$ cat config.mk
export PLATFORM = sky130hd
export DESIGN_NAME = noise_table_random_generator
export DESIGN_NICKNAME = d
export VERILOG_FILES = /design/src/hw/rtl/ntrg_pkg.sv /design/src/hw/rtl/ntrg_seed_div.sv /design/src/hw/rtl/ntrg_mix_stage.sv /design/src/hw/rtl/noise_table_random_generator.sv
export SDC_FILE = /design/constraint.sdc
export NUM_CORES = 2
export LEC_CHECK = 0
export BUFFER_PORTS_ARGS = -buffer_cell sky130_fd_sc_hd__buf_2
export CAP_MARGIN = 20
export CORE_MARGIN = 1
export CORE_UTILIZATION = 45
export DETAILED_ROUTE_END_ITERATION = 8
export REMOVE_ABC_BUFFERS = 1
export SLEW_MARGIN = 20
export SYNTH_ARGS = -nofsm -noshare
export SYNTH_HDL_FRONTEND = slang
export SYNTH_SLANG_ARGS = --single-unit
$ cat constraint.sdc
create_clock -name clk -period 16.1 [get_ports clk]
set_input_delay 1.61 -clock clk [delete_from_list [all_inputs] [get_ports clk]]
set_output_delay 1.61 -clock clk [all_outputs]
set_load 0.02 [all_outputs]
$ cat src/hw/rtl/ntrg_pkg.sv
// Shared types, constants and permutation ROM for the noise table random generator.
`timescale 1ns / 1ps

package ntrg_pkg;

  localparam int unsigned WordW  = 32;
  localparam int unsigned ByteW  = 8;
  localparam int unsigned CoordW = 25;
  localparam int unsigned FracW  = 23;
  localparam int unsigned ResW   = 6;

  // Moduli for the four sub-seed bytes (byte 3 down to byte 0).
  localparam logic [ResW-1:0] MOD_B3 = 6'd47;
  localparam logic [ResW-1:0] MOD_B2 = 6'd53;
  localparam logic [ResW-1:0] MOD_B1 = 6'd59;
  localparam logic [ResW-1:0] MOD_B0 = 6'd61;

  // Per-draw decrements of the sub-seed bytes.
  localparam logic [ByteW-1:0] STEP_B0 = 8'h1C;
  localparam logic [ByteW-1:0] STEP_B1 = 8'h18;
  localparam logic [ByteW-1:0] STEP_B2 = 8'h0C;
  localparam logic [ByteW-1:0] STEP_B3 = 8'h04;

  typedef struct packed {
    logic             busy;
    logic             done;
    logic [WordW-1:0] sub;
  } seed_div_t;

  typedef struct packed {
    logic             restart;
    logic [WordW-1:0] mix;
  } mix_stage_t;

  localparam logic [ByteW-1:0] PERM_ROM [256] = '{
    8'h8E, 8'h14, 8'h27, 8'h99, 8'hFD, 8'hAA, 8'hC7, 8'h08, 8'hD5, 8'hE6, 8'h3E, 8'h1F,
    8'hF6, 8'hBB, 8'h55, 8'hDA, 8'h75, 8'hA0, 8'h4A, 8'h6A, 8'hE8, 8'hBD, 8'h97, 8'hFF,
    8'hDE, 8'h9B, 8'hBC, 8'h9F, 8'h81, 8'h8A, 8'hA1, 8'h46, 8'h6E, 8'h0B, 8'hE3, 8'h63,
    8'h76, 8'h7A, 8'h6C, 8'h5D, 8'h88, 8'hD3, 8'h69, 8'hCA, 8'hC3, 8'h47, 8'hB9, 8'h25,
    8'h83, 8'hAB, 8'hA2, 8'h3F, 8'hA6, 8'h41, 8'h7C, 8'hBA, 8'hE5, 8'hAC, 8'h95, 8'h01,
    8'h7E, 8'hCF, 8'h09, 8'hC1, 8'hD9, 8'h62, 8'h70, 8'h71, 8'h8D, 8'hDB, 8'h05, 8'h02,
    8'h24, 8'h87, 8'hEF, 8'h54, 8'hC6, 8'hD4, 8'h37, 8'h30, 8'hD0, 8'h1B, 8'hCB, 8'h7B,
    8'hB8, 8'hE4, 8'hD8, 8'hEC, 8'h49, 8'hCE, 8'hAD, 8'hDC, 8'h13, 8'hA9, 8'h94, 8'hC4,
    8'h8F, 8'h39, 8'hAE, 8'h0D, 8'h18, 8'h52, 8'hDD, 8'h0E, 8'h78, 8'hFA, 8'hF5, 8'h85,
    8'h58, 8'hD2, 8'hAF, 8'h6D, 8'hA4, 8'hB2, 8'h53, 8'h3B, 8'h51, 8'hA5, 8'h50, 8'hBE,
    8'hFC, 8'h2D, 8'hF4, 8'h11, 8'h48, 8'h98, 8'h16, 8'hF1, 8'h86, 8'hDF, 8'h3D, 8'h66,
    8'h5E, 8'h44, 8'h2E, 8'h2F, 8'h36, 8'h07, 8'h6B, 8'h17, 8'h8B, 8'h29, 8'h4C, 8'hB6,
    8'hE2, 8'h89, 8'h5F, 8'hE7, 8'hCD, 8'hA7, 8'h21, 8'hE1, 8'h4D, 8'hC9, 8'h65, 8'hED,
    8'hFE, 8'hEE, 8'h9C, 8'h23, 8'h33, 8'h7D, 8'hB7, 8'h04, 8'h9E, 8'h9A, 8'h2A, 8'h40,
    8'hB3, 8'h10, 8'h5B, 8'hF3, 8'h82, 8'h77, 8'h1C, 8'h92, 8'h20, 8'h4E, 8'h1E, 8'h57,
    8'h22, 8'h72, 8'h06, 8'h8C, 8'h67, 8'h2C, 8'h73, 8'hFB, 8'h59, 8'hC2, 8'h0A, 8'hBF,
    8'h79, 8'h5C, 8'hF9, 8'h0C, 8'h28, 8'h1A, 8'h12, 8'h68, 8'h74, 8'h34, 8'h19, 8'h42,
    8'hB1, 8'hC0, 8'h84, 8'hF8, 8'h38, 8'hF0, 8'h15, 8'h9D, 8'h60, 8'hF2, 8'h3A, 8'h6F,
    8'hB4, 8'h90, 8'hEB, 8'h91, 8'h1D, 8'h7F, 8'h35, 8'h61, 8'h5A, 8'h32, 8'h03, 8'h56,
    8'hA3, 8'hC5, 8'h2B, 8'h93, 8'h80, 8'h0F, 8'h4B, 8'h43, 8'hF7, 8'hA8, 8'hE0, 8'h3C,
    8'h96, 8'hD1, 8'h64, 8'h26, 8'hD7, 8'h45, 8'hCC, 8'h4F, 8'hC8, 8'hB0, 8'hE9, 8'hB5,
    8'h00, 8'hD6, 8'h31, 8'hEA
  };

  // Little-endian 32-bit word from four consecutive ROM bytes, address wraps at 256.
  function automatic logic [WordW-1:0] rom_word(input logic [ByteW-1:0] addr);
    logic [ByteW-1:0] a1;
    logic [ByteW-1:0] a2;
    logic [ByteW-1:0] a3;
    a1 = addr + 8'd1;
    a2 = addr + 8'd2;
    a3 = addr + 8'd3;
    return {PERM_ROM[a3], PERM_ROM[a2], PERM_ROM[a1], PERM_ROM[addr]};
  endfunction

endpackage

$ cat src/hw/rtl/ntrg_seed_div.sv
// Constant remainder unit that folds a new seed into the packed sub-seed bytes.
`timescale 1ns / 1ps

module ntrg_seed_div import ntrg_pkg::*; (
  input  logic             clk,
  input  logic             rst,
  input  logic             start,
  input  logic [WordW-1:0] seed_in,
  output seed_div_t        status
);

  // Folded value widths: four weighted bytes fit in 16 bits, a second fold in 14 bits.
  localparam int unsigned Fold1W     = 16;
  localparam int unsigned Fold2W     = 14;
  localparam int unsigned RecipW     = 15;
  localparam int unsigned RecipShift = 20;
  localparam int unsigned ProdW      = Fold2W + RecipW;
  localparam int unsigned QuotW      = ProdW - RecipShift;

  logic [WordW-1:0] seed_q;
  logic [3:0]       stage_vld;
  logic             done;
  logic [WordW-1:0] sub_bytes;

  always_ff @(posedge clk) begin
    if (rst) begin
      stage_vld <= '0;
      done      <= 1'b0;
    end else begin
      stage_vld <= {stage_vld[2:0], start};
      done      <= stage_vld[3];
    end
  end

  always_ff @(posedge clk) begin
    if (start) begin
      seed_q <= seed_in;
    end
  end

  // One lane per sub-seed byte. The seed bytes are weighted by 2^(8k) modulo the
  // modulus, folded once more, and the remainder is taken by a reciprocal multiply
  // that is exact for every value below 2^14.
  for (genvar i = 0; i < 4; i++) begin : g_lane
    localparam int unsigned Modulus = (i == 3) ? int'(MOD_B3)
                                    : (i == 2) ? int'(MOD_B2)
                                    : (i == 1) ? int'(MOD_B1) : int'(MOD_B0);
    localparam logic [ResW-1:0]   ModC  = ResW'(Modulus);
    localparam logic [ResW-1:0]   W8    = ResW'(256 % Modulus);
    localparam logic [ResW-1:0]   W16   = ResW'(65536 % Modulus);
    localparam logic [ResW-1:0]   W24   = ResW'(32'h0100_0000 % Modulus);
    localparam logic [RecipW-1:0] Recip =
      RecipW'(((1 << RecipShift) + Modulus - 1) / Modulus);

    logic [Fold1W-1:0] s1;
    logic [Fold1W-1:0] s1_next;
    logic [Fold2W-1:0] s2;
    logic [Fold2W-1:0] s2_next;
    logic [Fold2W-1:0] s2_hold;
    logic [ProdW-1:0]  prod;
    logic [QuotW-1:0]  q;
    logic [Fold2W-1:0] diff;
    logic [ResW-1:0]   r;

    always_comb begin
      s1_next = Fold1W'(seed_q[7:0])
              + Fold1W'(seed_q[15:8])  * Fold1W'(W8)
              + Fold1W'(seed_q[23:16]) * Fold1W'(W16)
              + Fold1W'(seed_q[31:24]) * Fold1W'(W24);
      s2_next = Fold2W'(s1[7:0]) + Fold2W'(s1[15:8]) * Fold2W'(W8);
      prod    = ProdW'(s2) * ProdW'(Recip);
      diff    = s2_hold - Fold2W'(q) * Fold2W'(ModC);
    end

    always_ff @(posedge clk) begin
      s1      <= s1_next;
      s2      <= s2_next;
      s2_hold <= s2;
      q       <= prod[ProdW-1:RecipShift];
      r       <= diff[ResW-1:0];
    end

    assign sub_bytes[ByteW*i +: ByteW] = {r, 2'b00};
  end

  assign status.busy = (|stage_vld) | done;
  assign status.done = done;
  assign status.sub  = sub_bytes;

endmodule

$ cat src/hw/rtl/ntrg_mix_stage.sv
// Mixing stage: four ROM word reads, fixed rotates and XOR into a registered mix word.
`timescale 1ns / 1ps

module ntrg_mix_stage import ntrg_pkg::*; (
  input  logic             clk,
  input  logic             load,
  input  logic             restart_in,
  input  logic [WordW-1:0] bytes,
  output mix_stage_t       stage
);

  logic [WordW-1:0] w0, w1, w2, w3;
  logic [WordW-1:0] mix_next;

  always_comb begin
    w0 = rom_word(bytes[7:0]);
    w1 = rom_word(bytes[15:8]);
    w2 = rom_word(bytes[23:16]);
    w3 = rom_word(bytes[31:24]);
    // Byte 0 unrotated, byte 3 by one, byte 2 by two, byte 1 by three.
    mix_next = w0
             ^ {w3[WordW-2:0], w3[WordW-1]}
             ^ {w2[WordW-3:0], w2[WordW-1:WordW-2]}
             ^ {w1[WordW-4:0], w1[WordW-1:WordW-3]};
  end

  always_ff @(posedge clk) begin
    if (load) begin
      stage.restart <= restart_in;
      stage.mix     <= mix_next;
    end
  end

endmodule

$ cat src/hw/rtl/noise_table_random_generator.sv
// Top level of the seeded noise table random generator.
`timescale 1ns / 1ps

// Channel   | Signals                          | Direction | Contents
// ----------+----------------------------------+-----------+--------------------------------
// request   | in_valid, in_ready, restart      | in        | one draw, optional reseed
// result    | out_valid, out_ready, raw_word,  | out       | new accumulator and Q1.23
//           | coord_fixed                      |           | coordinate in [-1,1]
// config    | cfg_we, cfg_data                 | in        | seed register, no wait
//
// A draw passes from request to result through the sub-seed byte update, the ROM
// mix stage, then the accumulator add into the result register. One request is taken
// every cycle; each stage holds when the one after it is full and not draining.
// After reset the seed, sub-seed bytes, accumulator and valid flags are zero and a
// request is taken at once. A seed write reloads the accumulator at once, and the
// remainder unit then blocks requests while it folds the seed into the sub-seed bytes.

module noise_table_random_generator import ntrg_pkg::*; (
  input  logic                     clk,
  input  logic                     rst,
  input  logic                     cfg_we,
  input  logic [WordW-1:0]         cfg_data,
  input  logic                     in_valid,
  output logic                     in_ready,
  input  logic                     restart,
  output logic                     out_valid,
  input  logic                     out_ready,
  output logic [WordW-1:0]         raw_word,
  output logic signed [CoordW-1:0] coord_fixed
);

  logic [WordW-1:0] seed;
  logic [WordW-1:0] seed_sub;     // packed sub-seed bytes of the current seed
  logic [WordW-1:0] sub_seed;     // live sub-seed bytes, also the bytes of stage A
  logic [WordW-1:0] sub_seed_next;
  logic [WordW-1:0] sub_base;
  logic [WordW-1:0] acc;
  logic [WordW-1:0] acc_next;

  logic             a_valid;
  logic             a_restart;
  logic             b_valid;
  logic             in_fire;
  logic             a_move;
  logic             b_move;
  logic             out_fire;

  seed_div_t        div_status;
  mix_stage_t       mix;

  logic [CoordW-1:0] coord_neg;

  // Remainder unit runs after every seed write.
  ntrg_seed_div u_seed_div (
    .clk     (clk),
    .rst     (rst),
    .start   (cfg_we),
    .seed_in (cfg_data),
    .status  (div_status)
  );

  // Handshake chain through the three stages.
  always_comb begin
    out_fire = out_valid & out_ready;
    b_move   = b_valid & (~out_valid | out_ready);
    a_move   = a_valid & (~b_valid | b_move);
    in_ready = ~div_status.busy & (~a_valid | a_move);
    in_fire  = in_valid & in_ready;
  end

  // Stage A: reseed if asked, then step the four sub-seed bytes down with 8-bit wrap.
  always_comb begin
    sub_base      = restart ? seed_sub : sub_seed;
    sub_seed_next = {sub_base[31:24] - STEP_B3,
                     sub_base[23:16] - STEP_B2,
                     sub_base[15:8]  - STEP_B1,
                     sub_base[7:0]   - STEP_B0};
  end

  always_ff @(posedge clk) begin
    if (rst) begin
      seed     <= '0;
      seed_sub <= '0;
      sub_seed <= '0;
    end else begin
      if (cfg_we) begin
        seed <= cfg_data;
      end
      if (div_status.done) begin
        seed_sub <= div_status.sub;
        sub_seed <= div_status.sub;
      end else if (in_fire) begin
        sub_seed <= sub_seed_next;
      end
    end
  end

  always_ff @(posedge clk) begin
    if (rst) begin
      a_valid <= 1'b0;
    end else if (in_fire) begin
      a_valid <= 1'b1;
    end else if (a_move) begin
      a_valid <= 1'b0;
    end
  end

  always_ff @(posedge clk) begin
    if (in_fire) begin
      a_restart <= restart;
    end
  end

  // Stage B: ROM lookups and mixing of the bytes held in stage A.
  ntrg_mix_stage u_mix_stage (
    .clk        (clk),
    .load       (a_move),
    .restart_in (a_restart),
    .bytes      (sub_seed),
    .stage      (mix)
  );

  always_ff @(posedge clk) begin
    if (rst) begin
      b_valid <= 1'b0;
    end else if (a_move) begin
      b_valid <= 1'b1;
    end else if (b_move) begin
      b_valid <= 1'b0;
    end
  end

  // Stage C: accumulate into the result register. A restart draw starts from the seed.
  assign acc_next = (mix.restart ? seed : acc) + mix.mix;

  always_ff @(posedge clk) begin
    if (rst) begin
      acc <= '0;
    end else if (cfg_we) begin
      acc <= cfg_data;
    end else if (b_move) begin
      acc <= acc_next;
    end
  end

  always_ff @(posedge clk) begin
    if (rst) begin
      out_valid <= 1'b0;
    end else if (b_move) begin
      out_valid <= 1'b1;
    end else if (out_fire) begin
      out_valid <= 1'b0;
    end
  end

  always_ff @(posedge clk) begin
    if (b_move) begin
      raw_word <= acc_next;
    end
  end

  // The negative coordinate f - 2^23 is just f with the two top bits set; the positive
  // one, 2^23 - f, is its two's complement.
  always_comb begin
    coord_neg   = {2'b11, raw_word[FracW-1:0]};
    coord_fixed = raw_word[WordW-1] ? $signed(~coord_neg + 25'd1) : $signed(coord_neg);
  end

endmodule

; ---- Yosys cells after proc, flatten, opt, wreduce, memory -nomap -nowiden
; Memories as Yosys holds them, arrays and structs flattened.
; Cells that the tools add are included.
[word_totals]
n_memories = 16
mem_bits_ro = 32768
in_bits = 38
ff_bits = 429
wordCells = 213
[memory_table]
columns = memory, words, width, rd, rd_clocked_by_memory_dff, wr, line_no
row1 = (no name shown), 256, 8, 1, 0, 0, ntrg_pkg.sv:68  ; return {PERM_ROM[a3], PERM_ROM[a2], PERM_ROM[a1], PERM_ROM[addr]};
row2 = (no name shown), 256, 8, 1, 0, 0, ntrg_pkg.sv:68
row3 = (no name shown), 256, 8, 1, 0, 0, ntrg_pkg.sv:68
row4 = (no name shown), 256, 8, 1, 0, 0, ntrg_pkg.sv:68
row5 = (no name shown), 256, 8, 1, 0, 0, ntrg_pkg.sv:68
row6 = (no name shown), 256, 8, 1, 0, 0, ntrg_pkg.sv:68
row7 = +10 memories, -, -, -, -, -, -
[op_classes]
magnitude_cmp = 16
add_sub_neg = 38
mul = 23
bitwise_logic = 33
n_reduce_logical = 7
n_mux = 45
[op_table]
columns = operator, n
row1 = 2-to-1 mux 8 bit, 32
row2 = 2-to-1 mux 32 bit, 6
row3 = greater-or-equal comparator 9 bit (second input constant), 16
row4 = NOT 8 -> 9 bit, 16
row5 = bitwise XOR 32 bit, 3
row6 = multiplier 14 x 15 -> 29 bit (second input constant), 3
row7 = adder 16 x 13 -> 16 bit, 4
row8 = adder 8 x 2 -> 8 bit (second input constant), 8
row9 = multiplier 8 x 4 -> 12 bit (second input constant), 5
row10 = adder 8 x 13 -> 14 bit, 4
row11 = multiplier 8 x 3 -> 11 bit (second input constant), 4
row12 = multiplier 8 x 5 -> 13 bit (second input constant), 3
row13 = multiplier 9 x 6 -> 6 bit (second input constant), 4
row14 = adder 16 x 14 -> 16 bit, 2
row15 = adder 32 bit, 1
row16 = adder 8 x 1 -> 8 bit (second input constant), 4
row17 = multiplier 13 x 14 -> 27 bit (second input constant), 1
row18 = adder 8 x 12 -> 13 bit, 2
row19 = adder 25 x 1 -> 25 bit (second input constant), 1
row20 = 2-to-1 mux 25 bit, 1
row21 = NOT 25 bit, 1
row22 = subtractor 6 bit, 4
row23 = multiplier 8 x 2 -> 10 bit (second input constant), 2
row24 = adder 16 x 12 -> 16 bit, 1
row25 = other kinds (14), 34

; ---- Logic depth before layout (Yosys ltp)
[depth]
word_depth = 10
ltp_mapped = 24

; ---- By module
; A second synthesis with hierarchy kept.
[unflattened]
cells_unflattened = 13249
area_unflattened_um2 = 95753.1
[modules_own_cells]
columns = mod, area_each_um2, n_inst, seq_area_each_um2, cells_each
row1 = ntrg_mix_stage, 56152.6, 1, 991.0, 9122
row2 = ntrg_seed_div, 29958.7, 1, 4784.6, 2963
row3 = noise_table_random_generator, 9641.7, 1, 3613.5, 1164

; ---- Least setup slack after synthesis
; No wires, ideal clock.
[synth_path]
kind = flip-flop to flip-flop
startpoint = register u_seed_div.seed_q[9]
endpoint = register u_seed_div.g_lane[2].s1[14]
t_arrival_ps = 5665
required_ps = 16028
period_less_slack_ps = 5738
setup_ps = 72
path_buffers = 0
path_stages_with_launch = 23
slack_ps = 10362
path_cell_list = edfxtp_1 > ha_1 > inv_1 > fa_1 > inv_1 > ha_1 > a21oi_1 > xnor2_1 > ha_1 > xor2_1 > fa_1 > fa_1 > inv_1 > fa_1 > inv_1 > ha_1 > a21oi_1 > nor2b_1 > o21a_1 > o21a_1 > o21a_1 > o41ai_1 > xnor2_1
[synth_via]
elab_chain_len = 4
[synth_lines]
columns = item, line_no
row1 = "start, declared", ntrg_seed_div.sv:20  ; logic [WordW-1:0] seed_q;
row2 = "start signal, assigned", ntrg_seed_div.sv:37  ; seed_q <= seed_in;
row3 = multiplier 8 x 4 -> 12 bit, ntrg_seed_div.sv:67  ; + Fold1W'(seed_q[15:8]) * Fold1W'(W8)
row4 = adder 8 x 14 -> 15 bit, ntrg_seed_div.sv:67
row5 = adder 16 x 13 -> 16 bit, ntrg_seed_div.sv:68  ; + Fold1W'(seed_q[23:16]) * Fold1W'(W16)
row6 = adder 16 x 12 -> 16 bit, ntrg_seed_div.sv:69  ; + Fold1W'(seed_q[31:24]) * Fold1W'(W24);
row7 = via u_seed_div.g_lane[2].s1_next[14], ntrg_seed_div.sv:56  ; logic [Fold1W-1:0] s1_next;
row8 = "end signal, assigned", ntrg_seed_div.sv:76  ; s1 <= s1_next;
row9 = "end, declared", ntrg_seed_div.sv:55  ; logic [Fold1W-1:0] s1;
; The timed path passes the listed nets, and every way through them passes these cells.
; A chain may end at the register's enable or synchronous reset.

; ---- Worst setup path in the final report
; Same ends and word-level chain as after synthesis.

==> flow_metrics.env <==
export IMPL_cts_resized=0
export IMPL_wire_per_inst_um=20.6
export IMPL_dpl_hpwl_mm=121
export IMPL_drt_iter0_markers=4352
export IMPL_layout_common_cells="ha_1, inv_1, a21oi_1"
export IMPL_critPathMaxFanout=8
export IMPL_whs_path_depth=0
export IMPL_h_tree_depth=2
export IMPL_yosysUniqueCellTypes=93
export IMPL_core_um2=114000
export IMPL_syn_to_final_growth_pct=5.76
export IMPL_use_met3_pct=2.72
export IMPL_max_freq_ghz=0.163
export IMPL_cts_setup_buffers=0
export IMPL_globalRouteMet2Util_pct=41.5
export IMPL_period_needed_ns=6.15
export IMPL_cts_buffers_inserted=46
export IMPL_setup_viol=0
export IMPL_hold_end="u_seed_div.g_lane[0].s2[1]$_DFF_P_"
export IMPL_worstSkewPairLatency_ns=0.63
export IMPL_drc=0
export IMPL_skew_ns=0.0401
export IMPL_min_from="u_seed_div.g_lane[0].s1[1]$_DFF_P_"
export IMPL_hold_viol=0
export IMPL_rsz0062_at_grt="false"
export IMPL_netlist_area_um2=51800
export IMPL_synth_edf_count=98
export IMPL_cp_slowest_cell="edfxtp_1"
export IMPL_grt_pass1_wl_mm=245
export IMPL_grt_ovfl_total=0
export IMPL_ant_nets=0
export IMPL_fin_crit_sh_pct=38.2
export IMPL_rrSetupSlack_ns=9.95
export IMPL_die_x_um=341
export IMPL_layout_drive_gt1_share_pct=5.44
export IMPL_vias_per_cell=5.79
export IMPL_worstReg2RegStart="u_seed_div.seed_q[9]$_DFFE_PP_"
export IMPL_arrival_ns=6.69
export IMPL_grt_pass1_vias=42100
export IMPL_critPathKind="reg2reg"
export IMPL_outcome="finished, final reports clean"
export IMPL_maxSlewHeadroom_pct=14.3
export IMPL_grt_most_used_layer="met2"
export IMPL_layout_cells_most_common="ha_1"
export IMPL_die_area_um2=116000
export IMPL_clockBufferDepth=3
export IMPL_die_h_um=341
export IMPL_crit_required_ns=16.64
export IMPL_grt_antenna_before_repair=10
export IMPL_syn_avg_cell_area_um2=8.32
export IMPL_synth_ff_type="dfxtp_1"
export IMPL_timing_rr_end="u_seed_div.g_lane[2].s1[14]$_DFF_P_"
export IMPL_grt_max_degree=95
export IMPL_reg2regPathDepth=22
export IMPL_grt_use_met1_pct=36.9
export IMPL_firstDrtPassIters=6
export IMPL_cp_cell_sequence="ha_1 -> inv_1 -> fa_1 -> inv_1 -> ha_1 -> a21oi_1 -> xnor2_1 -> ha_1 -> xor2_1 -> fa_1 -> fa_1 -> inv_1 -> fa_1 -> inv_1 -> ha_1 -> a21oi_1 -> nor2b_1 -> o21a_1 -> o21a_1 -> o21a_1 -> o41ai_1 -> xnor2_1"
export IMPL_yosys_warnings=0
export IMPL_dr_total_vias=44200
export IMPL_routed_wl_mm=157
export IMPL_place_congestion=0.998
export IMPL_ctsHoldBuffers=0
export IMPL_start_util_pct=45.4
export IMPL_port_buffers=96
export IMPL_synth_seq_cells=402
export IMPL_async_flop_share_pct=0
export IMPL_rows=124
export IMPL_synth_yosys_seq_area_share_pct=17.4
export IMPL_cap_violations=0
export IMPL_crit_path_end_kind="flip-flop"
export IMPL_start_kind="flip-flop"
export IMPL_tightestPinTransition_ns=1.25
export IMPL_fin_nets=7297
export IMPL_hp_class="reg2reg"
export IMPL_totalNegativeSetupSlack_ns=0
export IMPL_syn_inst=6223
export IMPL_ios=97
export IMPL_max_stage_delay_ns=0.58
export IMPL_drv_slew=0
export IMPL_cts_tree="done"
export IMPL_clk_pin_slew_ns=0.06
export IMPL_grt_use_total_pct=26.6
export IMPL_cts_sinks=402
export IMPL_clk_root_buffer_cell="clkbuf_16"
-- cell type report --
| cell class | instances | area, µm² |
|---|---|---|
| Fill cell | 11400 | 59400 |
| Clock inverter | 33 | 352 |
| Clock buffer | 53 | 1210 |
| Timing Repair Buffer | 143 | 838 |
| Inverter | 811 | 3040 |
| Sequential cell | 402 | 9060 |
| Multi-Input combinational cell | 4677 | 38400 |
| Antenna cell | 1 | 2.50 |
| Tap cell | 1512 | 1890 |
-- critical path, delay by kind of cell, from the launching register on --
kind | cells | cell delay (ns)
simple gates | 1 | 0.08
buf+inv | 4 | 0.21
flops | 1 | 0.58
compound gates | 6 | 1.30
xor+xnor | 3 | 0.59
fa+ha+maj | 8 | 3.32
-- synth_stat cells, drive strengths merged, types with 23 or more instances --
cell	number	area, µm²
a211oi	83	623
a21o	92	691
a21oi	561	2810
a221oi	27	243
a22oi	33	248
a311oi	48	420
a31oi	75	475
buf	104	437
clkbuf	229	921
dfxtp	304	6090
edfxtp	98	2940
fa	332	6650
ha	846	10600
inv	801	3010
mux2	37	417
mux2i	67	671
nand2	450	1690
nand2b	61	382
nand3	90	450
nor2	458	1720
nor2b	63	394
nor3	120	601
o211ai	39	293
o21a	30	225
o21ai	348	1740
o21bai	52	390
o221ai	28	245
o311ai	23	201
xnor2	308	2700
xor2	110	963
-- state kept, by name, indices dropped and copies added (netlist names) --
signal and flops:
a_valid 1, u_seed_div.g_lane.s2_hold 23, u_seed_div.g_lane.r 24, u_seed_div.seed_q 32, u_seed_div.g_lane.s1 61, u_seed_div.done 1, u_seed_div.g_lane.q 24, seed_sub 24
seed 32, out_valid 1, u_mix_stage.stage 33, u_seed_div.g_lane.s2 52, sub_seed 24, acc 32, b_valid 1, u_seed_div.stage_vld 4
raw_word 32, a_restart 1
-- routing by layer --
metal	up-vias	part of all wire, %
met1	21000	44
met5	-	0
met4	0	5.4
li1	21100	-
met3	356	6.7
met2	1721	44
-- kinds of logic after synthesis --
kind of cell / Yosys count / share of synthesized area, %
muxes: 120 / 2.80
and+or+nand+nor: 1360 / 11.7
DFF: 402 / 17.4
AOI/OAI and AO/OA: 1599 / 19.2
adders and majority gates: 1178 / 33.3
xor gates and xnor gates: 419 / 7.11
other: 1 / 0.00724
buffers and inverters: 1144 / 8.50
-- metrics by stage --
stage / instances / hold slack, ns / instance area [µm²] / setup slack, ns / util [%]
floorplan: 5890 / 0.310 / 50400 / 9.74 / -
global placement: 7544 / 0.312 / 53200 / 10.06 / 46.6
detailed placement: 7544 / 0.312 / 53200 / 9.92 / 46.6
CTS: 7630 / 0.327 / 54800 / 9.92 / 48.0
global route: 7631 / 0.347 / 54800 / 9.56 / 48.0
finish: 7632 / 0.326 / 54800 / 9.95 / 48.0
-- how the worst max path moves through the flow --
stage	startpoint	to	slack, ns	cells after the start
finish	u_seed_div.seed_q[9]$_DFFE_PP_	u_seed_div.g_lane[2].s1[14]$_DFF_P_	9.95	22
global route	u_seed_div.seed_q[9]$_DFFE_PP_	u_seed_div.g_lane[2].s1[14]$_DFF_P_	9.56	22
CTS	u_seed_div.seed_q[9]$_DFFE_PP_	u_seed_div.g_lane[2].s1[14]$_DFF_P_	9.92	22
detailed placement	u_seed_div.seed_q[9]$_DFFE_PP_	u_seed_div.g_lane[2].s1[14]$_DFF_P_	9.92	22
global placement	u_seed_div.seed_q[9]$_DFFE_PP_	u_seed_div.g_lane[2].s1[14]$_DFF_P_	10.06	22
floorplan	sub_seed[28]$_SDFFE_PP0P_	u_mix_stage.stage[31]$_DFFE_PP_	9.74	8
Power is not shown: default switching activity piles up to over one toggle a cycle in this logic, so the estimate is an artifact.
